===== config.mk =====
export PLATFORM = sky130hd
export DESIGN_NAME = message_frame_decoder
export DESIGN_NICKNAME = d
export VERILOG_FILES = /design/src/rtl/mfd_pkg.sv /design/src/rtl/mfd_core.sv /design/src/rtl/message_frame_decoder.sv
export SDC_FILE = /design/constraint.sdc
export NUM_CORES = 1
export LEC_CHECK = 0
export BUFFER_PORTS_ARGS = -buffer_cell sky130_fd_sc_hd__buf_4
export CAP_MARGIN = 25
export CORE_MARGIN = 1.5
export CORE_UTILIZATION = 40
export CTS_BUF_LIST = sky130_fd_sc_hd__clkbuf_16
export DETAILED_ROUTE_END_ITERATION = 8
export PLACE_DENSITY = 0.69
export SYNTH_ARGS = -nofsm -noshare
export SYNTH_HDL_FRONTEND = slang
export SYNTH_HIERARCHICAL = 1
export SYNTH_SLANG_ARGS = --single-unit

===== constraint.sdc =====
create_clock -name clk -period 7.2 [get_ports clk]
set_clock_uncertainty 0.1 [all_clocks]
set_input_delay 1.08 -clock clk [delete_from_list [all_inputs] [get_ports clk]]
set_output_delay 1.08 -clock clk [all_outputs]
set_load 0.02 [all_outputs]

===== src/rtl/mfd_pkg.sv =====
package mfd_pkg;

    // Frame layout
    localparam int unsigned HDR_BYTES   = 14;
    localparam int unsigned HDR_IDX_W   = 4;
    localparam int unsigned COUNT_W     = 17;
    localparam int unsigned LEN_W       = 16;

    // Header byte offsets
    localparam int unsigned OFS_MAGIC   = 0;
    localparam int unsigned OFS_VERSION = 4;
    localparam int unsigned OFS_COMMAND = 5;
    localparam int unsigned OFS_FLAGS   = 6;
    localparam int unsigned OFS_STATUS  = 7;
    localparam int unsigned OFS_REQ_ID  = 8;
    localparam int unsigned OFS_LENGTH  = 12;

    // Configuration port
    localparam int unsigned CFG_INDEX_W = 8;
    localparam int unsigned CFG_DATA_W  = 32;

    localparam logic [CFG_INDEX_W-1:0] CFG_MAGIC_WORD  = 8'd0;
    localparam logic [CFG_INDEX_W-1:0] CFG_FLAG_MASK   = 8'd1;
    localparam logic [CFG_INDEX_W-1:0] CFG_MAX_STATUS  = 8'd2;
    localparam logic [CFG_INDEX_W-1:0] CFG_MAX_PAYLOAD = 8'd3;

    localparam logic [31:0] MAGIC_RST       = 32'd0;
    localparam logic [7:0]  FLAG_MASK_RST   = 8'd128;
    localparam logic [7:0]  MAX_STATUS_RST  = 8'd0;
    localparam logic [15:0] MAX_PAYLOAD_RST = 16'd1024;

    typedef enum logic [1:0] {
        ST_NEED_MORE = 2'd0,
        ST_READY     = 2'd1,
        ST_MALFORMED = 2'd2,
        ST_TOO_LARGE = 2'd3
    } decode_status_t;

    typedef struct packed {
        logic [31:0] magic_word;
        logic [7:0]  response_flag_mask;
        logic [7:0]  max_status_code;
        logic [15:0] max_payload_bytes;
    } cfg_t;

    typedef struct packed {
        decode_status_t    decode_status;
        logic              payload_valid;
        logic [7:0]        payload_byte;
        logic [LEN_W-1:0]  payload_index;
        logic [7:0]        frame_version;
        logic [7:0]        frame_command;
        logic [7:0]        frame_flags;
        logic [7:0]        frame_status;
        logic [31:0]       request_tag;
        logic [LEN_W-1:0]  payload_length;
    } result_t;

endpackage


===== src/rtl/mfd_core.sv =====
module mfd_core (
    input  logic            clk,
    input  logic            rst_n,
    input  logic            step,
    input  logic [7:0]      data_byte,
    input  mfd_pkg::cfg_t   cfg,
    output mfd_pkg::result_t result
);

    logic [7:0]                   hdr_reg [mfd_pkg::HDR_BYTES];
    logic [7:0]                   hdr_next [mfd_pkg::HDR_BYTES];
    logic [7:0]                   hdr_cur [mfd_pkg::HDR_BYTES];
    logic [mfd_pkg::COUNT_W-1:0]  count_reg;
    logic [mfd_pkg::COUNT_W-1:0]  count_next;
    logic [mfd_pkg::COUNT_W-1:0]  exp_reg;
    logic [mfd_pkg::COUNT_W-1:0]  exp_next;

    logic                         in_hdr;
    logic [mfd_pkg::HDR_IDX_W-1:0] hdr_idx;
    logic [mfd_pkg::COUNT_W-1:0]  count_inc;
    logic [mfd_pkg::COUNT_W-1:0]  exp_cur;
    logic                         hdr_done;
    logic [31:0]                  magic;
    logic [mfd_pkg::LEN_W-1:0]    length;
    logic                         malformed;
    logic                         too_large;
    logic                         frame_ready;
    logic                         restart;

    assign in_hdr    = count_reg < mfd_pkg::COUNT_W'(mfd_pkg::HDR_BYTES);
    assign hdr_idx   = count_reg[mfd_pkg::HDR_IDX_W-1:0];
    assign count_inc = count_reg + mfd_pkg::COUNT_W'(1);
    assign hdr_done  = count_inc == mfd_pkg::COUNT_W'(mfd_pkg::HDR_BYTES);

    // Merge the arriving byte into the header
    always_comb
    begin
        for (int i = 0; i < int'(mfd_pkg::HDR_BYTES); i++)
        begin
            if (in_hdr && hdr_idx == mfd_pkg::HDR_IDX_W'(i))
                hdr_cur[i] = data_byte;
            else
                hdr_cur[i] = hdr_reg[i];
        end
    end

    assign magic  = {hdr_cur[mfd_pkg::OFS_MAGIC+3], hdr_cur[mfd_pkg::OFS_MAGIC+2],
                     hdr_cur[mfd_pkg::OFS_MAGIC+1], hdr_cur[mfd_pkg::OFS_MAGIC]};
    assign length = {hdr_cur[mfd_pkg::OFS_LENGTH+1], hdr_cur[mfd_pkg::OFS_LENGTH]};

    // Check the complete header; malformed wins over too large
    assign malformed = hdr_done &&
                       ((magic != cfg.magic_word) ||
                        ((hdr_cur[mfd_pkg::OFS_FLAGS] & ~cfg.response_flag_mask) != 8'd0) ||
                        (hdr_cur[mfd_pkg::OFS_STATUS] > cfg.max_status_code));
    assign too_large = hdr_done && !malformed && (length > cfg.max_payload_bytes);

    // Total frame length becomes known on the last header byte
    assign exp_cur = (hdr_done && !malformed && !too_large)
                   ? ({1'b0, length} + mfd_pkg::COUNT_W'(mfd_pkg::HDR_BYTES))
                   : exp_reg;

    assign frame_ready = !malformed && !too_large && (exp_cur != '0) &&
                         (count_inc == exp_cur);
    assign restart     = malformed || too_large || frame_ready;

    // Build the result word
    always_comb
    begin
        result = '0;
        if (malformed)
            result.decode_status = mfd_pkg::ST_MALFORMED;
        else if (too_large)
            result.decode_status = mfd_pkg::ST_TOO_LARGE;
        else if (frame_ready)
            result.decode_status = mfd_pkg::ST_READY;
        else
            result.decode_status = mfd_pkg::ST_NEED_MORE;

        if (!in_hdr)
        begin
            result.payload_valid = 1'b1;
            result.payload_byte  = data_byte;
            result.payload_index = mfd_pkg::LEN_W'(count_reg - mfd_pkg::COUNT_W'(mfd_pkg::HDR_BYTES));
        end

        if (frame_ready)
        begin
            result.frame_version  = hdr_cur[mfd_pkg::OFS_VERSION];
            result.frame_command  = hdr_cur[mfd_pkg::OFS_COMMAND];
            result.frame_flags    = hdr_cur[mfd_pkg::OFS_FLAGS];
            result.frame_status   = hdr_cur[mfd_pkg::OFS_STATUS];
            result.request_tag    = {hdr_cur[mfd_pkg::OFS_REQ_ID+3], hdr_cur[mfd_pkg::OFS_REQ_ID+2],
                                     hdr_cur[mfd_pkg::OFS_REQ_ID+1], hdr_cur[mfd_pkg::OFS_REQ_ID]};
            result.payload_length = length;
        end
    end

    // Hold frame state without a step; else advance it, or drop it on frame end or a bad header
    always_comb
    begin
        if (!step)
        begin
            hdr_next   = hdr_reg;
            count_next = count_reg;
            exp_next   = exp_reg;
        end
        else if (restart)
        begin
            for (int i = 0; i < int'(mfd_pkg::HDR_BYTES); i++)
                hdr_next[i] = 8'd0;
            count_next = '0;
            exp_next   = '0;
        end
        else
        begin
            hdr_next   = hdr_cur;
            count_next = count_inc;
            exp_next   = exp_cur;
        end
    end

    always_ff @(posedge clk or negedge rst_n)
    begin
        if (!rst_n)
        begin
            for (int i = 0; i < int'(mfd_pkg::HDR_BYTES); i++)
                hdr_reg[i] <= 8'd0;
            count_reg <= '0;
            exp_reg   <= '0;
        end
        else
        begin
            hdr_reg   <= hdr_next;
            count_reg <= count_next;
            exp_reg   <= exp_next;
        end
    end

`ifndef SYNTHESIS
    a_len_known_in_payload : assert property (@(posedge clk) disable iff (!rst_n)
        exp_reg != '0 |-> count_reg >= mfd_pkg::COUNT_W'(mfd_pkg::HDR_BYTES) &&
                          count_reg < exp_reg)
        else $error("frame count outside known frame length");

    a_len_unknown_in_header : assert property (@(posedge clk) disable iff (!rst_n)
        exp_reg == '0 |-> count_reg < mfd_pkg::COUNT_W'(mfd_pkg::HDR_BYTES))
        else $error("frame count past header without known length");

    a_restart_clears : assert property (@(posedge clk) disable iff (!rst_n)
        step && result.decode_status != mfd_pkg::ST_NEED_MORE |=>
            count_reg == '0 && exp_reg == '0)
        else $error("frame state not cleared after frame end or bad header");
`endif

endmodule


===== src/rtl/message_frame_decoder.sv =====
// Each accepted byte's result word is registered in the output or skid word. Header
// check and counter update are combinational. Throughput: one byte per cycle while
// in_stall is low; a two-entry output buffer keeps input open while a word waits.
// Reset: rst_n is asynchronous, active low; clears frame state, the output
// buffer and loads the configuration registers with their default values.
module message_frame_decoder (
    input  logic                            clk,
    input  logic                            rst_n,

    input  logic                            in_valid,
    output logic                            in_stall,
    input  logic [7:0]                      data_byte,

    output logic                            out_valid,
    input  logic                            out_stall,
    output logic [1:0]                      decode_status,
    output logic                            payload_valid,
    output logic [7:0]                      payload_byte,
    output logic [15:0]                     payload_index,
    output logic [7:0]                      frame_version,
    output logic [7:0]                      frame_command,
    output logic [7:0]                      frame_flags,
    output logic [7:0]                      frame_status,
    output logic [31:0]                     request_tag,
    output logic [15:0]                     payload_length,

    input  logic                            cfg_valid,
    output logic                            cfg_ready,
    input  logic [mfd_pkg::CFG_INDEX_W-1:0] cfg_index,
    input  logic [mfd_pkg::CFG_DATA_W-1:0]  cfg_data
);

    mfd_pkg::cfg_t    cfg_reg;
    mfd_pkg::cfg_t    cfg_next;
    mfd_pkg::result_t core_res;
    mfd_pkg::result_t out_reg;
    mfd_pkg::result_t skid_reg;
    logic             out_valid_reg;
    logic             skid_valid_reg;
    logic             in_take;
    logic             out_take;

    // Configuration registers
    assign cfg_ready = 1'b1;

    always_comb
    begin
        cfg_next = cfg_reg;
        if (cfg_valid && cfg_ready)
        begin
            unique case (cfg_index)
                mfd_pkg::CFG_MAGIC_WORD:  cfg_next.magic_word         = cfg_data;
                mfd_pkg::CFG_FLAG_MASK:   cfg_next.response_flag_mask = cfg_data[7:0];
                mfd_pkg::CFG_MAX_STATUS:  cfg_next.max_status_code    = cfg_data[7:0];
                mfd_pkg::CFG_MAX_PAYLOAD: cfg_next.max_payload_bytes  = cfg_data[15:0];
                default:                  cfg_next = cfg_reg;
            endcase
        end
    end

    always_ff @(posedge clk or negedge rst_n)
    begin
        if (!rst_n)
        begin
            cfg_reg.magic_word         <= mfd_pkg::MAGIC_RST;
            cfg_reg.response_flag_mask <= mfd_pkg::FLAG_MASK_RST;
            cfg_reg.max_status_code    <= mfd_pkg::MAX_STATUS_RST;
            cfg_reg.max_payload_bytes  <= mfd_pkg::MAX_PAYLOAD_RST;
        end
        else
        begin
            cfg_reg <= cfg_next;
        end
    end

    // Handshakes
    assign in_stall = skid_valid_reg;
    assign in_take  = in_valid && !in_stall;
    assign out_take = out_valid_reg && !out_stall;

    mfd_core u_core (
        .clk       (clk),
        .rst_n     (rst_n),
        .step      (in_take),
        .data_byte (data_byte),
        .cfg       (cfg_reg),
        .result    (core_res)
    );

    // Output word and skid word: valid bits
    always_ff @(posedge clk or negedge rst_n)
    begin
        if (!rst_n)
        begin
            out_valid_reg  <= 1'b0;
            skid_valid_reg <= 1'b0;
        end
        else if (in_take)
        begin
            if (!out_valid_reg || out_take)
                out_valid_reg <= 1'b1;
            else
                skid_valid_reg <= 1'b1;
        end
        else if (out_take)
        begin
            out_valid_reg  <= skid_valid_reg;
            skid_valid_reg <= 1'b0;
        end
    end

    // Output word and skid word: payload
    always_ff @(posedge clk)
    begin
        if (in_take)
        begin
            if (!out_valid_reg || out_take)
                out_reg <= core_res;
            else
                skid_reg <= core_res;
        end
        else if (out_take)
        begin
            out_reg <= skid_reg;
        end
    end

    assign out_valid      = out_valid_reg;
    assign decode_status  = out_reg.decode_status;
    assign payload_valid  = out_reg.payload_valid;
    assign payload_byte   = out_reg.payload_byte;
    assign payload_index  = out_reg.payload_index;
    assign frame_version  = out_reg.frame_version;
    assign frame_command  = out_reg.frame_command;
    assign frame_flags    = out_reg.frame_flags;
    assign frame_status   = out_reg.frame_status;
    assign request_tag    = out_reg.request_tag;
    assign payload_length = out_reg.payload_length;

`ifndef SYNTHESIS
    a_skid_behind_out : assert property (@(posedge clk) disable iff (!rst_n)
        skid_valid_reg |-> out_valid_reg)
        else $error("skid word held without an output word");

    a_take_gives_word : assert property (@(posedge clk) disable iff (!rst_n)
        in_take |=> out_valid_reg)
        else $error("accepted byte produced no output word");

    a_skid_moves_up : assert property (@(posedge clk) disable iff (!rst_n)
        skid_valid_reg && !out_stall |=> out_valid_reg && !skid_valid_reg)
        else $error("skid word not moved to output");
`endif

endmodule

==> impl_results.md, run 1 <==
- Status: complete, no violations
- Root cell of the clock tree: clkbuf_16
- Post-synth EDFFs: 214
- First drt pass iteration count: 6
- Drt first-iter violations: 1687
- Fin crit period: 6.94 ns
- Fin nets: 2275
- PwrDens: 336 mW/mm^2
- Num ports: 163
- Largest net degree at the start of global routing: 134
- HPWL Detailed: 45.0 mm
- Initial antenna violation count: 1
- LEAKAGE: 10.5 nW
- Die height: 233 um
- Vias in the first global route: 15700
- Fin area: 0.0249 sq mm
- Largest delay share family, worst path: simple AND/OR/NAND/NOR gates
- Total global routing track utilization: 23.6%
- ANT cells: 0
- R2R depth: 22
- GPL Wtd Cong: 0.989
- Post-CTS Resized: 0
- R2R setup slack: 0.26 ns
- Critical path peak fanout: 35
- Startpoint Class: flop
- Met2 Use GR: 35.0%
- Worst slew margin: 30.4%
- DP Area: 0.0235 sq mm
- Critical path endpoint category: flop
- Slew @ Worst Pin: 1.04 ns
- FP Rows: 84
- Worst path arrival time: 7.31 ns
- Synthesized flop and latch total: 426
- Hold Buf Count CTS: 0
- Reg clk slew, reported paths: 0.06 ns
- Max incr delay on CP: 0.67 ns
- Fin crit share: 96.4%
- Cell variety after synth: 85
- Vias per std cell: 5.65
- P&R area growth vs syn: 17.5%
- CP Cell Sequence: nor4_4, buf_4, and3_1, nand3_1, a21oi_1, inv_1, ha_1, a21o_1, a2111oi_0, o21ai_0, a31oi_1, a22oi_1, or3_1, nor4_4, mux2i_1, or4_4, or4_2, buf_12, buf_12, a21oi_1, nand2_1, nand2_1
- ANT nets after route: 0
- Netlist Area Pre-Place: 0.0212 sq mm
- CTS Buffer Depth: 3
- RSZ-0062 raised after global routing: false
- Critical Path Slowest Stage Cell: or4_2
- Grt peak-use layer: met2
- Fmax: 0.144 GHz
- Max Cap Viol: 0
- Worst vdd ir: 176 uV
- Total grt overflow: 0
- Async SR Flop Fraction: 49.8%
- First-pass GRT wire length: 97.2 mm
- Die Area: 0.0543 sq mm
- Number of non-filler instances in the completed layout: 2915
- Setup Crit Path Kind: flop to flop
- Syn_nets: 2101
- Worst min path class: flop to flop
- Worst hold slack: 0.389 ns
- Cts bufs inserted: 45
- Share of cells above drive strength 1: 19.0%
- Final hold viol count: 0
- # fillers: 4753
- Final TNS setup: 0 ns
- Clock Latency Late Sink: 0.60 ns
- Placed Cells: 2832
- CTS tree: yes
- Met3 GRT Util: 4.19%
- Largest register FFs: 112
- Post-synthesis sequential area ratio: 55.4%
- WL/cell: 22.0 um
- H-tree level count: 2
- Final slew viol count: 0
- Post-synth top area share: 30.4%
- Total core area: 0.0524 sq mm
- I/O Buffers: 161
- YS warnings: 6
- Die width: 233 um
- Top cells by count, synth: nand2_1 (523), edfxtp_1 (214), dfrtp_1 (210)
- Final setup fails: 0
- Hold Path Cell Cnt: 1
- Starting Density: 40.4%
- CP required: 7.57 ns
- Via count: 16500
- Met1 usage in global routing: 35.0%
- Most area-hungry cell type in the Yosys netlist: edfxtp_1
- Primary FF master, synth: edfxtp_1
- Routed WL: 64.3 mm
- Cell with the most instances after synthesis: nand2_1
- CP Buf/Inv Count: 4
- Mean area per synthesized cell: 10.5 sq um
- CTS sink count: 426
- Setup Buffers After CTS: 0
- Most area-consuming cells after synthesis: edfxtp_1 (30%), dfrtp_1 (25%), nand2_1 (9.3%)
- Cells after Synth: 2017
- Residual DRC: 0
- Levels on crit path: 22
==> worst paths after layout <==
path / from / to
worst min-delay path: u_core/hdr_reg[29]$_DFFE_PN0P_ / u_core/hdr_reg[29]$_DFFE_PN0P_
worst max-delay path: u_core/count_reg[9]$_DFFE_PN0P_ / frame_command[4]$_DFFE_PP_
worst max register to register: u_core/count_reg[9]$_DFFE_PN0P_ / frame_command[4]$_DFFE_PP_
min in group asynchronous: rst_n / u_core/exp_reg[5]$_DFFE_PN0P_
worst min register to register: u_core/hdr_reg[29]$_DFFE_PN0P_ / u_core/hdr_reg[29]$_DFFE_PN0P_
max in group asynchronous: rst_n / u_core/hdr_reg[46]$_DFFE_PN0P_
==> per-stage QoR <==
| step | utilization [%] | worst slack (ns) | power [mW] |
|---|---|---|---|
| after floorplan | - | 0.943 | 4.94 |
| after global placement | 44.7 | 0.371 | 6.07 |
| after detailed placement | 44.7 | 0.343 | 6.11 |
| after CTS | 47.4 | 0.286 | 8.37 |
| after global routing | 47.4 | 0.0469 | 8.73 |
| final | 47.4 | 0.259 | 8.35 |
==> final cells by class <==
class / instances / area [sq um] / area share (%)
Clock inverter: 38 / 292 / 1.17
Multi-Input combinational cell: 1378 / 8540 / 34.3
Inverter: 83 / 314 / 1.26
Sequential cell: 426 / 11700 / 47.2
Clock buffer: 45 / 1130 / 4.53
Timing Repair Buffer: 257 / 2010 / 8.08
Tap cell: 688 / 861 / 3.46
==> metal layers <==
| metal | wire length (um) | vias up |
|---|---|---|
| li1 | - | 7474 |
| met1 | 28800 | 8091 |
| met2 | 28100 | 779 |
| met3 | 5540 | 126 |
| met4 | 1850 | 2 |
| met5 | 17 | - |
==> worst register-to-register path: cells and delay by family, from the launching register on <==
kind	cells	cell delay [ns]
simple gates	9	3.16
compound gates	7	1.94
buf+inv	4	0.83
flops	1	0.41
fa+ha+maj	1	0.23
mux	1	0.16
==> cell usage in the layout, fill, tap and decap left out, types with 30 or more instances in the layout <==
master,instances
nand3_1,34
nor2_1,92
mux2_2,41
o2bb2ai_1,106
nand2_1,522
inv_1,87
a21oi_1,86
xnor2_1,52
edfxtp_1,214
o21ai_0,41
ha_1,31
clkbuf_16,45
mux2_4,30
dfrtp_1,210
buf_4,250
==> kinds of logic after synthesis <==
| family | share of synthesized area (%) |
|---|---|
| compound gates | 11.6 |
| xor+xnor | 3.23 |
| fa+ha+maj | 1.83 |
| buf+inv | 4.39 |
| flops | 55.4 |
| mux | 5.68 |
| other cells | 0.0177 |
| simple gates | 17.8 |
==> where the power goes <==
group | total [mW] | internal, mW | switching [mW]
combinational | 2.80 | 0.990 | 1.81
sequential | 3.31 | 3.08 | 0.228
clock | 2.24 | 1.25 | 0.988
total | 8.35 | 5.33 | 3.03
No activity file was read; power rests on OpenSTA's default activity.
==> run 2, diff against run 1 <==
--- a/config.mk
+++ b/config.mk
@@ -5,13 +5,14 @@
 export SDC_FILE = /design/constraint.sdc
 export NUM_CORES = 1
 export LEC_CHECK = 0
-export BUFFER_PORTS_ARGS = -buffer_cell sky130_fd_sc_hd__buf_4
 export CAP_MARGIN = 25
 export CORE_MARGIN = 1.5
 export CORE_UTILIZATION = 40
 export CTS_BUF_LIST = sky130_fd_sc_hd__clkbuf_16
 export DETAILED_ROUTE_END_ITERATION = 8
-export PLACE_DENSITY = 0.69
+export DONT_BUFFER_PORTS = 1
+export PLACE_DENSITY = 0.66
+export SETUP_SLACK_MARGIN = 0.4
 export SYNTH_ARGS = -nofsm -noshare
 export SYNTH_HDL_FRONTEND = slang
 export SYNTH_HIERARCHICAL = 1
==> run 2 against run 1 <==
Net effect:
- routed wire length fell by 1.4%
- via count fell by 4.0%
- sequential share of layout area grew 2.3 points
- cell count fell by 5.7%
- sequential power increased by 9.1%
- maximum frequency increased by 6.3%
- clock power rose by 6%
- total power is 2.6% lower
- first-iteration DRC count shrank 1.8%
- worst setup slack improved by 0.41 ns
- critical endpoint is now frame_command[6]$_DFFE_PP_
==> impl_results.md, run 2 (same netlist as run 1, synthesis figures left out) <==
- Largest register FFs: 112
- LEAKAGE: 9.72 nW
- P&R area growth vs syn: 12.1%
- Initial antenna violation count: 1
- H-tree level count: 2
- Top routing layer used: met5
- RSZ-0062 raised after global routing: false
- Max incr delay on CP: 0.66 ns
- Most common cell after layout, fill and taps aside: nand2_1
- CTS sink count: 426
- Fin crit period: 6.53 ns
- I/O Buffers: 0
- Slew @ Worst Pin: 0.974 ns
- Vias in the first global route: 15100
- Fin nets: 2105
- Largest net degree at the start of global routing: 213
- Drt first-iter violations: 1657
- ANT nets after route: 0
- Final slew viol count: 0
- CP Cell Sequence: nor4_4, and3_1, buf_4, nand3_1, buf_4, o21ai_0, buf_4, ha_1, a211oi_1, nand2_1, o221ai_1, a22oi_1, or3_1, nor4_4, buf_4, mux2i_1, or4_4, or4_2, buf_12, a21oi_1, nand2_1, nand2_1
- Max Cap Viol: 0
- Met1 Wirelength: 27.7 mm
- Final hold viol count: 0
- Final TNS setup: 0 ns
- Starting Density: 40.4%
- PwrDens: 343 mW/mm^2
- Die height: 233 um
- FP Rows: 84
- Setup Crit Path Kind: flop to flop
- Largest delay share family, worst path: simple AND/OR/NAND/NOR gates
- Reg clk slew, reported paths: 0.06 ns
- First-pass GRT wire length: 95.1 mm
- Worst path arrival time: 6.89 ns
- WL/cell: 23.1 um
- Die Area: 0.0543 sq mm
- Worst min path class: primary input to asynchronous set/reset pin
- CTS tree: yes
- CP required: 7.57 ns
- Reg2Reg Launch Point: u_core/count_reg[6]$_DFFE_PN0P_
- Total grt overflow: 0
- Final core occ: 45.2%
- # fillers: 4812
- Critical Path Slowest Stage Cell: or4_2
- Status: complete, no violations
- CTS Buffer Depth: 3
- Area of the multi-input gates: 0.00859 sq mm
- Share of cells above drive strength 1: 13.1%
- Critical path peak fanout: 82
- Vias per std cell: 5.76
- Total core area: 0.0524 sq mm
- Startpoint Class: flop
- Fin crit share: 90.7%
- CP Buf/Inv Count: 5
- Via count: 15800
- Critical path endpoint category: flop
- Worst vdd ir: 184 uV
- Total global routing track utilization: 23.1%
- Cts bufs inserted: 46
- FF+latch area: 0.0117 sq mm
- GPL Wtd Cong: 0.956
- Fmax: 0.153 GHz
- Worst slew margin: 35.1%
- Most common cell on crit path: buf_4
- Clock Latency Late Sink: 0.60 ns
- Commonest non-fill, non-tap cells in the layout: nand2_1 (522), edfxtp_1 (214), dfrtp_1 (207)
- Crit path from: u_core/count_reg[6]$_DFFE_PN0P_
- HPWL Detailed: 44.0 mm
- Met3 WL post-DR: 6.45 mm
- Die width: 233 um
- Residual DRC: 0
- Num ports: 163
- WL met2: 27.4 mm
- Routed WL: 63.4 mm
- Root cell of the clock tree: clkbuf_16
- Final setup fails: 0
- First drt pass iteration count: 6
==> run 2: cell count changes in the layout (fill, tap and decap cells not counted), sizes merged <==
cell,before,now
buf,256,85
bufinv,3,5
clkbuf,46,48
clkinv,26,24
clkinvlp,2,1
diode,0,1
inv,90,92
==> run 2: worst register-to-register path, cell delays in order, from the launching register on <==
cell and delay, ns:
dfrtp_2 0.49, nor4_4 0.35, and3_1 0.26, buf_4 0.20
nand3_1 0.14, buf_4 0.20, o21ai_0 0.48, buf_4 0.24
ha_1 0.26, a211oi_1 0.24, nand2_1 0.08, o221ai_1 0.15
a22oi_1 0.16, or3_1 0.47, nor4_4 0.34, buf_4 0.19
mux2i_1 0.07, or4_4 0.53, or4_2 0.66, buf_12 0.25
a21oi_1 0.37, nand2_1 0.09, nand2_1 0.09
==> run 2: area by class of cell <==
type                            count  share of cell area [%]
Antenna cell                        1                  0.0105
Clock buffer                       47                    4.96
Clock inverter                     39                    1.43
Inverter                           83                    1.34
Multi-Input combinational cell   1378                    36.2
Sequential cell                   426                    49.5
Tap cell                          688                    3.63
Timing Repair Buffer               86                    2.93
==> run 2: worst paths after layout <==
kind,depth (start not counted),slack [ns],endpoint
max,22,0.67,frame_command[6]$_DFFE_PP_
min,0,0.09,u_core/exp_reg[12]$_DFFE_PN0P_
max reg2reg,22,0.67,frame_command[6]$_DFFE_PP_
min reg2reg,2,0.39,u_core/hdr_reg[8]$_DFFE_PN0P_
max in group asynchronous,0,6.22,cfg_reg[41]$_DFFE_PN0P_
min in group clk,2,0.39,u_core/hdr_reg[8]$_DFFE_PN0P_
==> run 2: per-layer routing <==
metal | global-route usage, % | vias up
li1 | - | 7134
met1 | 33.5 | 7776
met2 | 34.1 | 792
met3 | 5.49 | 114
met4 | 7.14 | 2
met5 | 0 | -
==> run 2: timing repair <==
| item | CTS | global route |
|---|---|---|
| setup endpoints to repair | 47 | 277 |
| gates resized for setup | 1 | 20 |
| buffers inserted | 0 | 1 |
| pin swaps | 0 | 2 |
| hold buffers | 0 | 0 |
| hold endpoints to repair | 0 | 0 |
==> run 2: per-stage QoR <==
step	setup WS (ns)	instances	hold slack, ns	cell area (sq um)	power [mW]
finish	0.673	2748	0.0904	23700	8.13
global placement	0.456	2659	0.361	22100	5.70
global route	0.410	2747	0.0686	23700	8.49
floorplan	0.943	2017	0.348	21200	4.94
detailed placement	0.340	2659	0.371	22100	5.74
CTS	0.416	2745	0.0678	23600	8.13
==> run 2: power by group <==
group | switching (mW) | leakage [nW] | internal [mW]
sequential | 0.514 | 4.87 | 3.10
combinational | 1.41 | 4.06 | 0.733
clock | 1.01 | 0.793 | 1.37
==> run 3, diff against run 2 <==
==> constraint.sdc (replaced) <==
create_clock -name clk -period 7.2 [get_ports clk]
set_clock_uncertainty 0.1 [all_clocks]
set_input_delay 0.72 -clock clk [delete_from_list [all_inputs] [get_ports clk]]
set_output_delay 0.72 -clock clk [all_outputs]
set_load 0.02 [all_outputs]
==> run 3 against run 2 <==
Net effect:
- combinational power barely moved
- flip-flop and latch count is the same
- count of clock-buffer cells in the layout up 2
- total power increased by 0.63%
- non-clock buffer count rose by 2
- global-route usage down 0.11 points
==> impl_results.md, run 3 (same netlist as run 1, synthesis figures left out) <==
- Fmax: 0.153 GHz
- Largest net degree at the start of global routing: 213
- Status: complete, no violations
- Routed WL: 63.0 mm
- Num ports: 163
- Worst min path class: primary input to asynchronous set/reset pin
- HPWL Detailed: 44.0 mm
- Vias per std cell: 5.72
- Number of non-filler instances in the completed layout: 2750
- Vias in the first global route: 14900
- CTS tree: yes
- Worst slew margin: 16.5%
- P&R area growth vs syn: 12.3%
- Final setup fails: 0
- Critical path endpoint category: flop
- Sequential power share: 44.2%
- Slew @ Worst Pin: 1.25 ns
- Net Sw Power: 2.95 mW
- Final hold viol count: 0
- Max incr delay on CP: 0.72 ns
- CTS Buffer Depth: 3
- # fillers: 4756
- Drt first-iter violations: 1612
- Most common cell on crit path: nand2_1
- Fin crit share: 90.7%
- Via count: 15700
- Starting Density: 40.4%
- Largest delay share family, worst path: simple AND/OR/NAND/NOR gates
- Startpoint Class: flop
- Total global routing track utilization: 23.0%
- First drt pass iteration count: 6
- Reg2Reg Launch Point: u_core/count_reg[6]$_DFFE_PN0P_
- Initial antenna violation count: 0
- Cts bufs inserted: 46
- Internal Power: 5.24 mW
- Critical Path Slowest Stage Cell: or4_2
- Most common cell after layout, fill and taps aside: nand2_1
- Worst vdd ir: 180 uV
- Clock Latency Late Sink: 0.59 ns
- Final TNS setup: 0 ns
- CP required: 7.56 ns
- PwrDens: 345 mW/mm^2
- Placed Cells: 2658
- Combinational share of power: 26.4%
- RSZ-0062 raised after global routing: true
- Fin nets: 2107
- Residual DRC: 0
- Commonest non-fill, non-tap cells in the layout: nand2_1 (522), edfxtp_1 (214), dfrtp_1 (206)
- CP Buf/Inv Count: 3
- CP Cell Sequence: nor4_4, buf_4, nand3_1, nor2_4, nand2_4, nand2_1, o21ai_0, ha_1, and4_1, nand2b_1, a222oi_1, o311a_1, o2111ai_1, or4_4, nor4_4, buf_4, mux2i_1, xor2_1, nand4_1, or4_2, buf_12, a21oi_1, nand2_1, nand2_1
- Max Cap Viol: 0
- Setup Crit Path Kind: flop to flop
- Critical path peak fanout: 82
- H-tree level count: 2
- R2R setup slack: 0.67 ns
- CTS sink count: 426
- GPL Wtd Cong: 0.950
- Reg clk slew, reported paths: 0.06 ns
- Die width: 233 um
- Total grt overflow: 0
- Largest register FFs: 112
- Levels on crit path: 24
- Worst path arrival time: 6.89 ns
- Clock power share: 29.4%
- Total core area: 0.0524 sq mm
- WL/cell: 22.9 um
- First-pass GRT wire length: 94.4 mm
- Switching share of power: 36.0%
- FP Rows: 84
- LEAKAGE: 9.77 nW
- Final slew viol count: 0
- Die Area: 0.0543 sq mm
- Tot Pwr: 8.19 mW
- I/O Buffers: 0
- Die height: 233 um
- Share of cells above drive strength 1: 13.1%
- ANT nets after route: 0
- Fin crit period: 6.53 ns
- R2R depth: 24
- RR Endpoint: frame_command[3]$_DFFE_PP_
- Root cell of the clock tree: clkbuf_16
run 3: cell count changes in the layout (fill, tap and decap cells not counted), sizes merged:
cell,delta
inv,+9
buf,+2
clkinv,-12
clkinvlp,+1
clkbuf,+2
run 3: through the flow:
| step | worst slack [ns] | hold WS [ns] | util, % | instance area, sq um |
|---|---|---|---|---|
| 2_1_floorplan | 0.943 | 0.324 | - | 21200 |
| 3_3_place_gp | 0.470 | 0.345 | 42.1 | 22100 |
| 3_5_place_dp | 0.236 | 0.344 | 42.1 | 22100 |
| 4_1_cts | 0.429 | 0.133 | 45.1 | 23700 |
| 5_1_grt | 0.363 | 0.150 | 45.3 | 23800 |
| 6_report | 0.667 | 0.0299 | 45.3 | 23800 |
run 3: layer usage:
| metal | wire length (um) | up-vias | part of all wire (%) | global-route usage [%] |
|---|---|---|---|---|
| met4 | 2100 | 0 | 3.3 | 7.78 |
| met5 | 0 | - | 0 | 0 |
| met1 | 27400 | 7791 | 43 | 32.3 |
| met3 | 6380 | 105 | 10 | 7.14 |
| met2 | 27100 | 714 | 43 | 33.6 |
| li1 | - | 7130 | - | - |
run 3: cell type report:
class,count,area [sq um],share of cell area (%)
clock buffers,49,1230,5.16
multi-input cells,1378,8590,36.2
well taps,688,861,3.62
repair buffers,88,718,3.02
flip-flops and latches,426,11700,49.4
diodes,1,2.50,0.0105
inverters,83,314,1.32
clock inverters,37,308,1.30
run 3: repair_timing:
| action | CTS | global route |
|---|---|---|
| resized for setup | 3 | 19 |
| setup endpoints to repair | 173 | 276 |
| pin swaps | 0 | 3 |
| buffers inserted | 0 | 3 |
| hold buffers | 1 | 0 |
| hold endpoints to repair | 212 | 0 |
run 3: worst max-delay path by stage:
| stage | startpoint | to |
|---|---|---|
| 6_report | u_core/count_reg[6]$_DFFE_PN0P_ | frame_command[3]$_DFFE_PP_ |
| 5_1_grt | u_core/count_reg[13]$_DFFE_PN0P_ | request_tag[30]$_DFFE_PP_ |
| 4_1_cts | u_core/count_reg[6]$_DFFE_PN0P_ | request_tag[30]$_DFFE_PP_ |
| 3_5_place_dp | u_core/count_reg[16]$_DFFE_PN0P_ | request_tag[30]$_DFFE_PP_ |
| 3_3_place_gp | u_core/count_reg[16]$_DFFE_PN0P_ | request_tag[30]$_DFFE_PP_ |
| 2_1_floorplan | u_core/count_reg[9]$_DFFE_PN0P_ | frame_version[7]$_DFFE_PP_ |
run 3: power by group through the flow:
stage,Combinational [mW],Clock [mW],Sequential (mW)
2_1_floorplan,1.38,0,3.57
3_3_place_gp,2.04,0,3.65
4_1_cts,2.10,2.45,3.62
5_1_grt,2.35,2.54,3.66
6_report,2.16,2.41,3.62
3_5_place_dp,2.07,0,3.66
